**config.mk**
```make
export PLATFORM = sky130hd
export DESIGN_NAME = bresenham_line_rasterizer
export DESIGN_NICKNAME = d
export VERILOG_FILES = /design/src/hdl/brl_pkg.sv /design/src/hdl/brl_front.sv /design/src/hdl/brl_fifo.sv /design/src/hdl/brl_back.sv /design/src/hdl/bresenham_line_rasterizer.sv
export SDC_FILE = /design/constraint.sdc
export NUM_CORES = 1
export LEC_CHECK = 0
export ABC_AREA = 1
export BUFFER_PORTS_ARGS = -buffer_cell sky130_fd_sc_hd__buf_4
export CAP_MARGIN = 0
export CORE_ASPECT_RATIO = 1.1
export CORE_UTILIZATION = 31
export CTS_BUF_LIST = sky130_fd_sc_hd__clkbuf_2 sky130_fd_sc_hd__clkbuf_4 sky130_fd_sc_hd__clkbuf_8
export DETAILED_ROUTE_END_ITERATION = 10
export PLACE_DENSITY = 0.56
export SLEW_MARGIN = 20
export SYNTH_ARGS = -nofsm -noshare
export SYNTH_HDL_FRONTEND = slang
export SYNTH_SLANG_ARGS = --single-unit
export TNS_END_PERCENT = 10
```
**constraint.sdc**
```tcl
create_clock -name clk -period 6.3 [get_ports clk]
set_input_delay 0 -clock clk [delete_from_list [all_inputs] [get_ports clk]]
set_output_delay 0 -clock clk [all_outputs]
set_load 0.03 [all_outputs]
```
**src/hdl/brl_pkg.sv**
```systemverilog
`timescale 1ns / 1ps
// ----------------------------------------------------------------------------
// brl_pkg
// Shared constants and types for the line rasterizer: error term headroom,
// command queue depth and the back end state encoding.
// ----------------------------------------------------------------------------
package brl_pkg;

  // extra bits over the coordinate width held by the error term and spans
  localparam int ERR_EXTRA = 3;

  // entries in the command queue between front and back end
  localparam int QUEUE_DEPTH = 2;

  // back end walker state
  typedef enum logic [0:0] {
    ST_IDLE,
    ST_DRAW
  } brl_state_t;

endpackage

```
**src/hdl/brl_front.sv**
```systemverilog
`timescale 1ns / 1ps
// ----------------------------------------------------------------------------
// brl_front
// Command classifier: works out the spans, step directions and initial
// error term of a line item before it enters the command queue.
// ----------------------------------------------------------------------------
module brl_front #(
  parameter int COORD_BITS = 6,
  localparam int EW = COORD_BITS + brl_pkg::ERR_EXTRA
) (
  input  logic signed [COORD_BITS-1:0] x_start,
  input  logic signed [COORD_BITS-1:0] y_start,
  input  logic signed [COORD_BITS-1:0] x_end,
  input  logic signed [COORD_BITS-1:0] y_end,
  output logic signed [EW-1:0]         dx,
  output logic signed [EW-1:0]         dy,
  output logic signed [EW-1:0]         err0,
  output logic                         sx_pos,
  output logic                         sy_pos
);
  import brl_pkg::*;

  logic signed [EW-1:0] ddx;
  logic signed [EW-1:0] ddy;

  // signed differences, wide enough never to wrap
  assign ddx = EW'(x_end) - EW'(x_start);
  assign ddy = EW'(y_end) - EW'(y_start);

  // x span positive, y span kept negative as the error method wants
  assign dx   = ddx[EW-1] ? -ddx : ddx;
  assign dy   = ddy[EW-1] ? ddy : -ddy;
  assign err0 = dx + dy;

  // step directions: equal coordinates step negative but never move
  assign sx_pos = (x_start < x_end);
  assign sy_pos = (y_start < y_end);

endmodule

```
**src/hdl/brl_fifo.sv**
```systemverilog
`timescale 1ns / 1ps
// ----------------------------------------------------------------------------
// brl_fifo
// Small register queue with valid/ready on both sides, decoupling the
// command classifier from the pixel walker.
// ----------------------------------------------------------------------------
module brl_fifo #(
  parameter int WIDTH = 8,
  parameter int DEPTH = 2
) (
  input  logic             clk,
  input  logic             rst_n,
  input  logic             wr_valid,
  output logic             wr_ready,
  input  logic [WIDTH-1:0] wr_data,
  output logic             rd_valid,
  input  logic             rd_ready,
  output logic [WIDTH-1:0] rd_data
);
  localparam int PW = (DEPTH > 1) ? $clog2(DEPTH) : 1;
  localparam int CW = $clog2(DEPTH + 1);

  logic [WIDTH-1:0] mem_r [DEPTH];
  logic [PW-1:0]    wr_ptr_r, wr_ptr_nxt;
  logic [PW-1:0]    rd_ptr_r, rd_ptr_nxt;
  logic [CW-1:0]    count_r, count_nxt;
  logic             push, pop;

  assign wr_ready = (count_r != CW'(DEPTH));
  assign rd_valid = (count_r != '0);
  assign rd_data  = mem_r[rd_ptr_r];
  assign push     = wr_valid && wr_ready;
  assign pop      = rd_valid && rd_ready;

  // pointer and fill count update
  always_comb begin
    wr_ptr_nxt = wr_ptr_r;
    rd_ptr_nxt = rd_ptr_r;
    count_nxt  = count_r;
    if (push) begin
      wr_ptr_nxt = (wr_ptr_r == PW'(DEPTH - 1)) ? '0 : wr_ptr_r + 1'b1;
    end
    if (pop) begin
      rd_ptr_nxt = (rd_ptr_r == PW'(DEPTH - 1)) ? '0 : rd_ptr_r + 1'b1;
    end
    if (push && !pop) begin
      count_nxt = count_r + 1'b1;
    end else if (pop && !push) begin
      count_nxt = count_r - 1'b1;
    end
  end

  always_ff @(posedge clk) begin
    if (!rst_n) begin
      wr_ptr_r <= '0;
      rd_ptr_r <= '0;
      count_r  <= '0;
    end else begin
      wr_ptr_r <= wr_ptr_nxt;
      rd_ptr_r <= rd_ptr_nxt;
      count_r  <= count_nxt;
    end
  end

  // entry storage
  always_ff @(posedge clk) begin
    if (push) begin
      mem_r[wr_ptr_r] <= wr_data;
    end
  end

endmodule

```
**src/hdl/brl_back.sv**
```systemverilog
`timescale 1ns / 1ps
// ----------------------------------------------------------------------------
// brl_back
// Pixel walker: holds the current pixel in the output register and steps
// the error term once for every pixel item taken by the sink but the last.
// ----------------------------------------------------------------------------
module brl_back #(
  parameter int COORD_BITS = 6,
  parameter int COLOR_BITS = 24,
  localparam int EW = COORD_BITS + brl_pkg::ERR_EXTRA
) (
  input  logic                         clk,
  input  logic                         rst_n,
  // command from the queue
  input  logic                         cmd_valid,
  output logic                         cmd_ready,
  input  logic signed [COORD_BITS-1:0] cmd_x,
  input  logic signed [COORD_BITS-1:0] cmd_y,
  input  logic signed [COORD_BITS-1:0] cmd_xe,
  input  logic signed [COORD_BITS-1:0] cmd_ye,
  input  logic signed [EW-1:0]         cmd_dx,
  input  logic signed [EW-1:0]         cmd_dy,
  input  logic signed [EW-1:0]         cmd_err,
  input  logic                         cmd_sx_pos,
  input  logic                         cmd_sy_pos,
  input  logic [COLOR_BITS-1:0]        cmd_color,
  // pixel items
  output logic                         out_valid,
  input  logic                         out_ready,
  output logic signed [COORD_BITS-1:0] out_pixel_x,
  output logic signed [COORD_BITS-1:0] out_pixel_y,
  output logic [COLOR_BITS-1:0]        out_pixel_color,
  output logic                         out_last_pixel
);
  import brl_pkg::*;

  brl_state_t state_r, state_nxt;

  logic signed [COORD_BITS-1:0] x_r, y_r, xe_r, ye_r;
  logic signed [EW-1:0]         dx_r, dy_r, err_r;
  logic                         sx_pos_r, sy_pos_r;
  logic [COLOR_BITS-1:0]        color_r;
  logic [COORD_BITS-1:0]        cnt_r;

  logic signed [EW-1:0] e2;
  logic signed [EW-1:0] err_nxt;
  logic                 move_x, move_y;
  logic                 last;
  logic                 take_cmd;
  logic                 step;

  // last pixel: end point reached or pixel bound hit
  assign last = ((x_r == xe_r) && (y_r == ye_r)) || (cnt_r == '1);

  // error term step
  assign e2      = err_r <<< 1;
  assign move_x  = (e2 >= dy_r);
  assign move_y  = (e2 <= dx_r);
  assign err_nxt = err_r + (move_x ? dy_r : '0) + (move_y ? dx_r : '0);

  // next state and handshakes
  always_comb begin
    state_nxt = state_r;
    cmd_ready = 1'b0;
    step      = 1'b0;
    case (state_r)
      ST_IDLE: begin
        cmd_ready = 1'b1;
      end
      ST_DRAW: begin
        cmd_ready = out_ready && last;
        step      = out_ready && !last;
        if (out_ready && last && !cmd_valid) begin
          state_nxt = ST_IDLE;
        end
      end
      default: begin
        state_nxt = ST_IDLE;
      end
    endcase
    take_cmd = cmd_valid && cmd_ready;
    if (take_cmd) begin
      state_nxt = ST_DRAW;
    end
  end

  always_ff @(posedge clk) begin
    if (!rst_n) begin
      state_r <= ST_IDLE;
    end else begin
      state_r <= state_nxt;
    end
  end

  // walker registers, the current pixel doubles as the output register
  always_ff @(posedge clk) begin
    if (take_cmd) begin
      x_r      <= cmd_x;
      y_r      <= cmd_y;
      xe_r     <= cmd_xe;
      ye_r     <= cmd_ye;
      dx_r     <= cmd_dx;
      dy_r     <= cmd_dy;
      err_r    <= cmd_err;
      sx_pos_r <= cmd_sx_pos;
      sy_pos_r <= cmd_sy_pos;
      color_r  <= cmd_color;
      cnt_r    <= '0;
    end else if (step) begin
      if (move_x) begin
        x_r <= sx_pos_r ? x_r + 1'b1 : x_r - 1'b1;
      end
      if (move_y) begin
        y_r <= sy_pos_r ? y_r + 1'b1 : y_r - 1'b1;
      end
      err_r <= err_nxt;
      cnt_r <= cnt_r + 1'b1;
    end
  end

  assign out_valid       = (state_r == ST_DRAW);
  assign out_pixel_x     = x_r;
  assign out_pixel_y     = y_r;
  assign out_pixel_color = color_r;
  assign out_last_pixel  = last;

endmodule

```
**src/hdl/bresenham_line_rasterizer.sv**
```systemverilog
`timescale 1ns / 1ps
// ----------------------------------------------------------------------------
// bresenham_line_rasterizer
// All-octant integer line rasterizer: one line item in, one pixel item out
// for every point from the start point through the end point.
//
//   channel | direction | handshake            | payload
//   --------+-----------+----------------------+-------------------------------
//   in_     | input     | in_valid / in_ready  | x/y start, x/y end, line_color
//   out_    | output    | out_valid / out_ready| pixel x/y, color, last_pixel
//
// A line of L pixels gives L pixel items, L = max(|dx|,|dy|) + 1, so 1 to
// 2^COORD_BITS items; the walker steps the error term between its pixel items.
// A line item taken into an empty block goes through a queue entry and then the
// walker registers; queued lines follow the previous last pixel with no gap.
// Reset empties the command queue and idles the walker.
// A stalled sink holds the current pixel; the two-entry queue keeps taking items until full.
// ----------------------------------------------------------------------------
module bresenham_line_rasterizer #(
  parameter int COORD_BITS = 6,
  parameter int COLOR_BITS = 24
) (
  input  logic                         clk,
  input  logic                         rst_n,
  input  logic                         in_valid,
  output logic                         in_ready,
  input  logic signed [COORD_BITS-1:0] in_x_start,
  input  logic signed [COORD_BITS-1:0] in_y_start,
  input  logic signed [COORD_BITS-1:0] in_x_end,
  input  logic signed [COORD_BITS-1:0] in_y_end,
  input  logic [COLOR_BITS-1:0]        in_line_color,
  output logic                         out_valid,
  input  logic                         out_ready,
  output logic signed [COORD_BITS-1:0] out_pixel_x,
  output logic signed [COORD_BITS-1:0] out_pixel_y,
  output logic [COLOR_BITS-1:0]        out_pixel_color,
  output logic                         out_last_pixel
);
  import brl_pkg::*;

  localparam int EW = COORD_BITS + ERR_EXTRA;
  localparam int QW = 4 * COORD_BITS + 3 * EW + 2 + COLOR_BITS;

  logic signed [EW-1:0] f_dx, f_dy, f_err;
  logic                 f_sx_pos, f_sy_pos;
  logic [QW-1:0]        q_wr_data, q_rd_data;
  logic                 q_valid, q_ready;

  logic signed [COORD_BITS-1:0] q_x, q_y, q_xe, q_ye;
  logic signed [EW-1:0]         q_dx, q_dy, q_err;
  logic                         q_sx_pos, q_sy_pos;
  logic [COLOR_BITS-1:0]        q_color;

  // classify the line item
  brl_front #(
    .COORD_BITS (COORD_BITS)
  ) u_front (
    .x_start (in_x_start),
    .y_start (in_y_start),
    .x_end   (in_x_end),
    .y_end   (in_y_end),
    .dx      (f_dx),
    .dy      (f_dy),
    .err0    (f_err),
    .sx_pos  (f_sx_pos),
    .sy_pos  (f_sy_pos)
  );

  assign q_wr_data = {in_x_start, in_y_start, in_x_end, in_y_end,
                      f_dx, f_dy, f_err, f_sx_pos, f_sy_pos, in_line_color};

  // command queue
  brl_fifo #(
    .WIDTH (QW),
    .DEPTH (QUEUE_DEPTH)
  ) u_queue (
    .clk      (clk),
    .rst_n    (rst_n),
    .wr_valid (in_valid),
    .wr_ready (in_ready),
    .wr_data  (q_wr_data),
    .rd_valid (q_valid),
    .rd_ready (q_ready),
    .rd_data  (q_rd_data)
  );

  assign {q_x, q_y, q_xe, q_ye, q_dx, q_dy, q_err, q_sx_pos, q_sy_pos, q_color} =
    q_rd_data;

  // walk the line
  brl_back #(
    .COORD_BITS (COORD_BITS),
    .COLOR_BITS (COLOR_BITS)
  ) u_back (
    .clk             (clk),
    .rst_n           (rst_n),
    .cmd_valid       (q_valid),
    .cmd_ready       (q_ready),
    .cmd_x           (q_x),
    .cmd_y           (q_y),
    .cmd_xe          (q_xe),
    .cmd_ye          (q_ye),
    .cmd_dx          (q_dx),
    .cmd_dy          (q_dy),
    .cmd_err         (q_err),
    .cmd_sx_pos      (q_sx_pos),
    .cmd_sy_pos      (q_sy_pos),
    .cmd_color       (q_color),
    .out_valid       (out_valid),
    .out_ready       (out_ready),
    .out_pixel_x     (out_pixel_x),
    .out_pixel_y     (out_pixel_y),
    .out_pixel_color (out_pixel_color),
    .out_last_pixel  (out_last_pixel)
  );

endmodule
```
==> run metrics <==
status=complete, no violations; CTS buffer count=42; largest net degree at the start of global routing=58; most instantiated cells after synthesis=nand2_1, edfxtp_1, inv_1; CP arrival=4.04 ns; max_slew headroom=43.3%; H-Tree Depth=2; Worst path depth=24; Ant. Diodes=0; Starting Density=31.4%; DP Area=12600 um^2; vias per inst=4.27; Skew-Pair Late Insertion Delay=0.56 ns; mux contribution to synthesized area=1.68%; post-route setup TNS=0 ns; CTS Root Cell=clkbuf_8; Max VDD drop=0.250 mV; CP Launch Type=register; largest family of logic cells by synthesized area=simple AND/OR/NAND/NOR gates; area grow syn2layout=22.7%; 1st-pass router iterations=5; count leader, synth=nand2_1; crit end category=register; Worst Tran Pin Value=0.848 ns; Max stage delay cell, worst path=edfxtp_1; num ports=91; critical path data required time=6.59 ns; Worst Setup SP=u_back.err_r[2]$_DFFE_PP_; Reg2Reg Depth=24; Die ar.=37300 um^2; fraction of layout cells with a size suffix above 1=16.9%; crit path to=u_back.err_r[7]$_DFFE_PP_; critical path fanouts, max=6; period utilization=59.5%; aggregate global routing overflow=0; top post-synthesis cells by area=edfxtp_1, nand2_1, ha_1; compound-cell area share of the yosys netlist=3.86%; Final Power=7680 uW; die span in y=202 um; Post-Synth Simple-Gate Area=14.5%; leakage=0.00588 uW; Seq/Total Area, Yosys=62.6%; Slew Viols, Final=0; RR Endpoint=u_back.err_r[7]$_DFFE_PP_; Post-synth EDFFs=228; GRT Overall Usage=13.6%; initial antenna violation count=0; synthesized area=11300 um^2; Vias=7169; final worst slack=2.55 ns; Final ANT Viol Nets=0; Post-Syn Area per Cell=11.5 um^2; maximum clock insertion buffer count=3; Finished Cell Area=13900 um^2; Mapped Cells=984; CTS tree=done; RSZ-0062 raised after global routing=no; Yosys top cell area share=60.5%; vias in the first global route=7292; Die Span X=184 um; ys async rst share=0%; pwr/cell area=553 nW/um^2; clock skew=0.0209 ns; Port Buffer Count=90; cell family with most CP delay=adder cells; clock sink count=240; WP buf/inv=5; Synth area leader=edfxtp_1; fin nets=1279; first-pass GRT wire length=39100 um; clk slew on worst S/H paths=0.07 ns; Crit Path Category=register to register; Post-Synth Adder-Cell Area=8.38%; Final Hold Fails=0; library cells used by synthesis=40; Min-Delay Path Class=input port to register; # rows=73; slowest cell delay on critical path=0.45 ns; min cycle time layout=3.75 ns; Ys Warns=0; DRC=0; setup slack after placement=2.59 ns; First DRT Iteration DRCs=319; WL/cell=14.4 um; drt total wl=24200 um; RR Startpoint=u_back.err_r[2]$_DFFE_PP_; setup violators final=0; maximum clock frequency=267 MHz; Synth Register Bits=240; xor and xnor area share after synthesis=4.01%; Crit path top cell by count=nand2_1; Top FF cell, synth=edfxtp_1; placer congestion estimate=0.843; Critical Path, Cell by Cell=ha_1 > nand2_1 > inv_1 > nand2_1 > nand2_1 > nand2_1 > nand2_1 > nand2_1 > nand2_1 > inv_1 > nand2_1 > fa_1 > inv_1 > ha_1 > inv_1 > fa_1 > inv_1 > nand2_1 > nand3_1 > nand4_1 > nand2_1 > nand2_1 > nand3_2 > nand2_1; # resized after CTS=0; reg2reg setup slack=2.55 ns; HPWL after DPL=16000 um; core area=36100 um^2; max cap viols=0
## per-stage QoR
| step | hold slack (ns) | cells | utilization [%] |
|---|---|---|---|
| finish | 0.170 | 1677 | 38.5 |
| global route | 0.141 | 1677 | 38.5 |
| CTS | 0.123 | 1677 | 38.5 |
| detailed placement | 0.187 | 1550 | 34.8 |
| global placement | 0.185 | 1550 | 34.8 |
| floorplan | 0.0989 | 987 | - |
## layout by cell type, fill, tap and decap left out, types with 2 or more instances in the layout
cell type / synthesis / layout
a21oi_1: 28 / 28
nand2_2: 2 / 2
ha_1: 55 / 55
dlygate4sd3_1: 0 / 52
nor2_4: 2 / 4
xnor2_1: 24 / 24
a211oi_1: 2 / 2
inv_1: 114 / 113
o21ai_0: 11 / 11
nand2_4: 2 / 2
nor3_1: 4 / 4
o21ai_2: 19 / 19
xor2_1: 26 / 26
clkbuf_4: 0 / 12
conb_1: 1 / 4
nand3_2: 3 / 3
nor2_1: 31 / 29
clkinv_2: 0 / 6
edfxtp_1: 228 / 228
inv_2: 2 / 3
dfxtp_1: 12 / 11
nand4_1: 7 / 7
nand3_1: 27 / 27
clkinv_1: 0 / 11
inv_6: 0 / 2
mux2i_1: 19 / 19
fa_1: 13 / 13
nand3b_1: 3 / 3
buf_4: 0 / 96
nand2_1: 315 / 315
or2_2: 2 / 2
clkbuf_8: 0 / 43
## registers in the layout, summed over array words and instances (netlist names), 8 cells and up, named ones only
name / cells
u_back.dy_r: 9
u_queue.mem_r: 152
u_back.err_r: 8
u_back.dx_r: 9
u_back.out_pixel_color: 24
## per-layer routing
metal  vias up  GRT usage, %  part of all wire (%)
met5         -             0                     0
met4         0          4.88                   2.3
met3        48          2.55                   3.9
met2       126          23.2                    49
met1      3359          17.1                    45
li1       3636             -                     -
## timing repair
item | in CTS | in global routing
buffers inserted | 0 | 0
hold endpoints to repair | 112 | 0
hold buffers | 52 | 0
endpoints found under the setup margin | 0 | 0
## where the power goes
group          internal, uW  total [uW]  switching, uW
clock network           750        1380            629
registers              2460        2710            256
logic                  1320        3590           2270
## worst min path at each step
stage	cells after the start	slack [ns]	start	end
4_1_cts	2	0.12	in_line_color[11]	u_queue.mem_r[1][11]$_DFFE_PP_
6_report	2	0.17	in_line_color[10]	u_queue.mem_r[0][10]$_DFFE_PP_
5_1_grt	2	0.14	in_line_color[23]	u_queue.mem_r[0][23]$_DFFE_PP_
3_3_place_gp	1	0.19	in_line_color[8]	u_queue.mem_r[1][8]$_DFFE_PP_
3_5_place_dp	1	0.19	in_line_color[11]	u_queue.mem_r[1][11]$_DFFE_PP_
2_1_floorplan	0	0.1	in_line_color[0]	u_queue.mem_r[0][0]$_DFFE_PP_
## cell families after synthesis
family	after synthesis
AND/OR/NAND/NOR	401
adder cells (fa/ha/maj)	68
multiplexers	19
buffers and inverters	137
other	1
AO/OA/AOI/OAI	67
XOR/XNOR	51
flip-flops	240
## cell type report
cell class | count | area, um^2
fillers | 3460 | 22200
clock inverters | 20 | 119
well taps | 487 | 609
clock buffers | 55 | 682
repair buffers | 148 | 1240
multi-input cells | 610 | 3700
inverters | 117 | 444
flip-flops and latches | 240 | 7090
No activity file was read; power rests on OpenSTA's default activity.
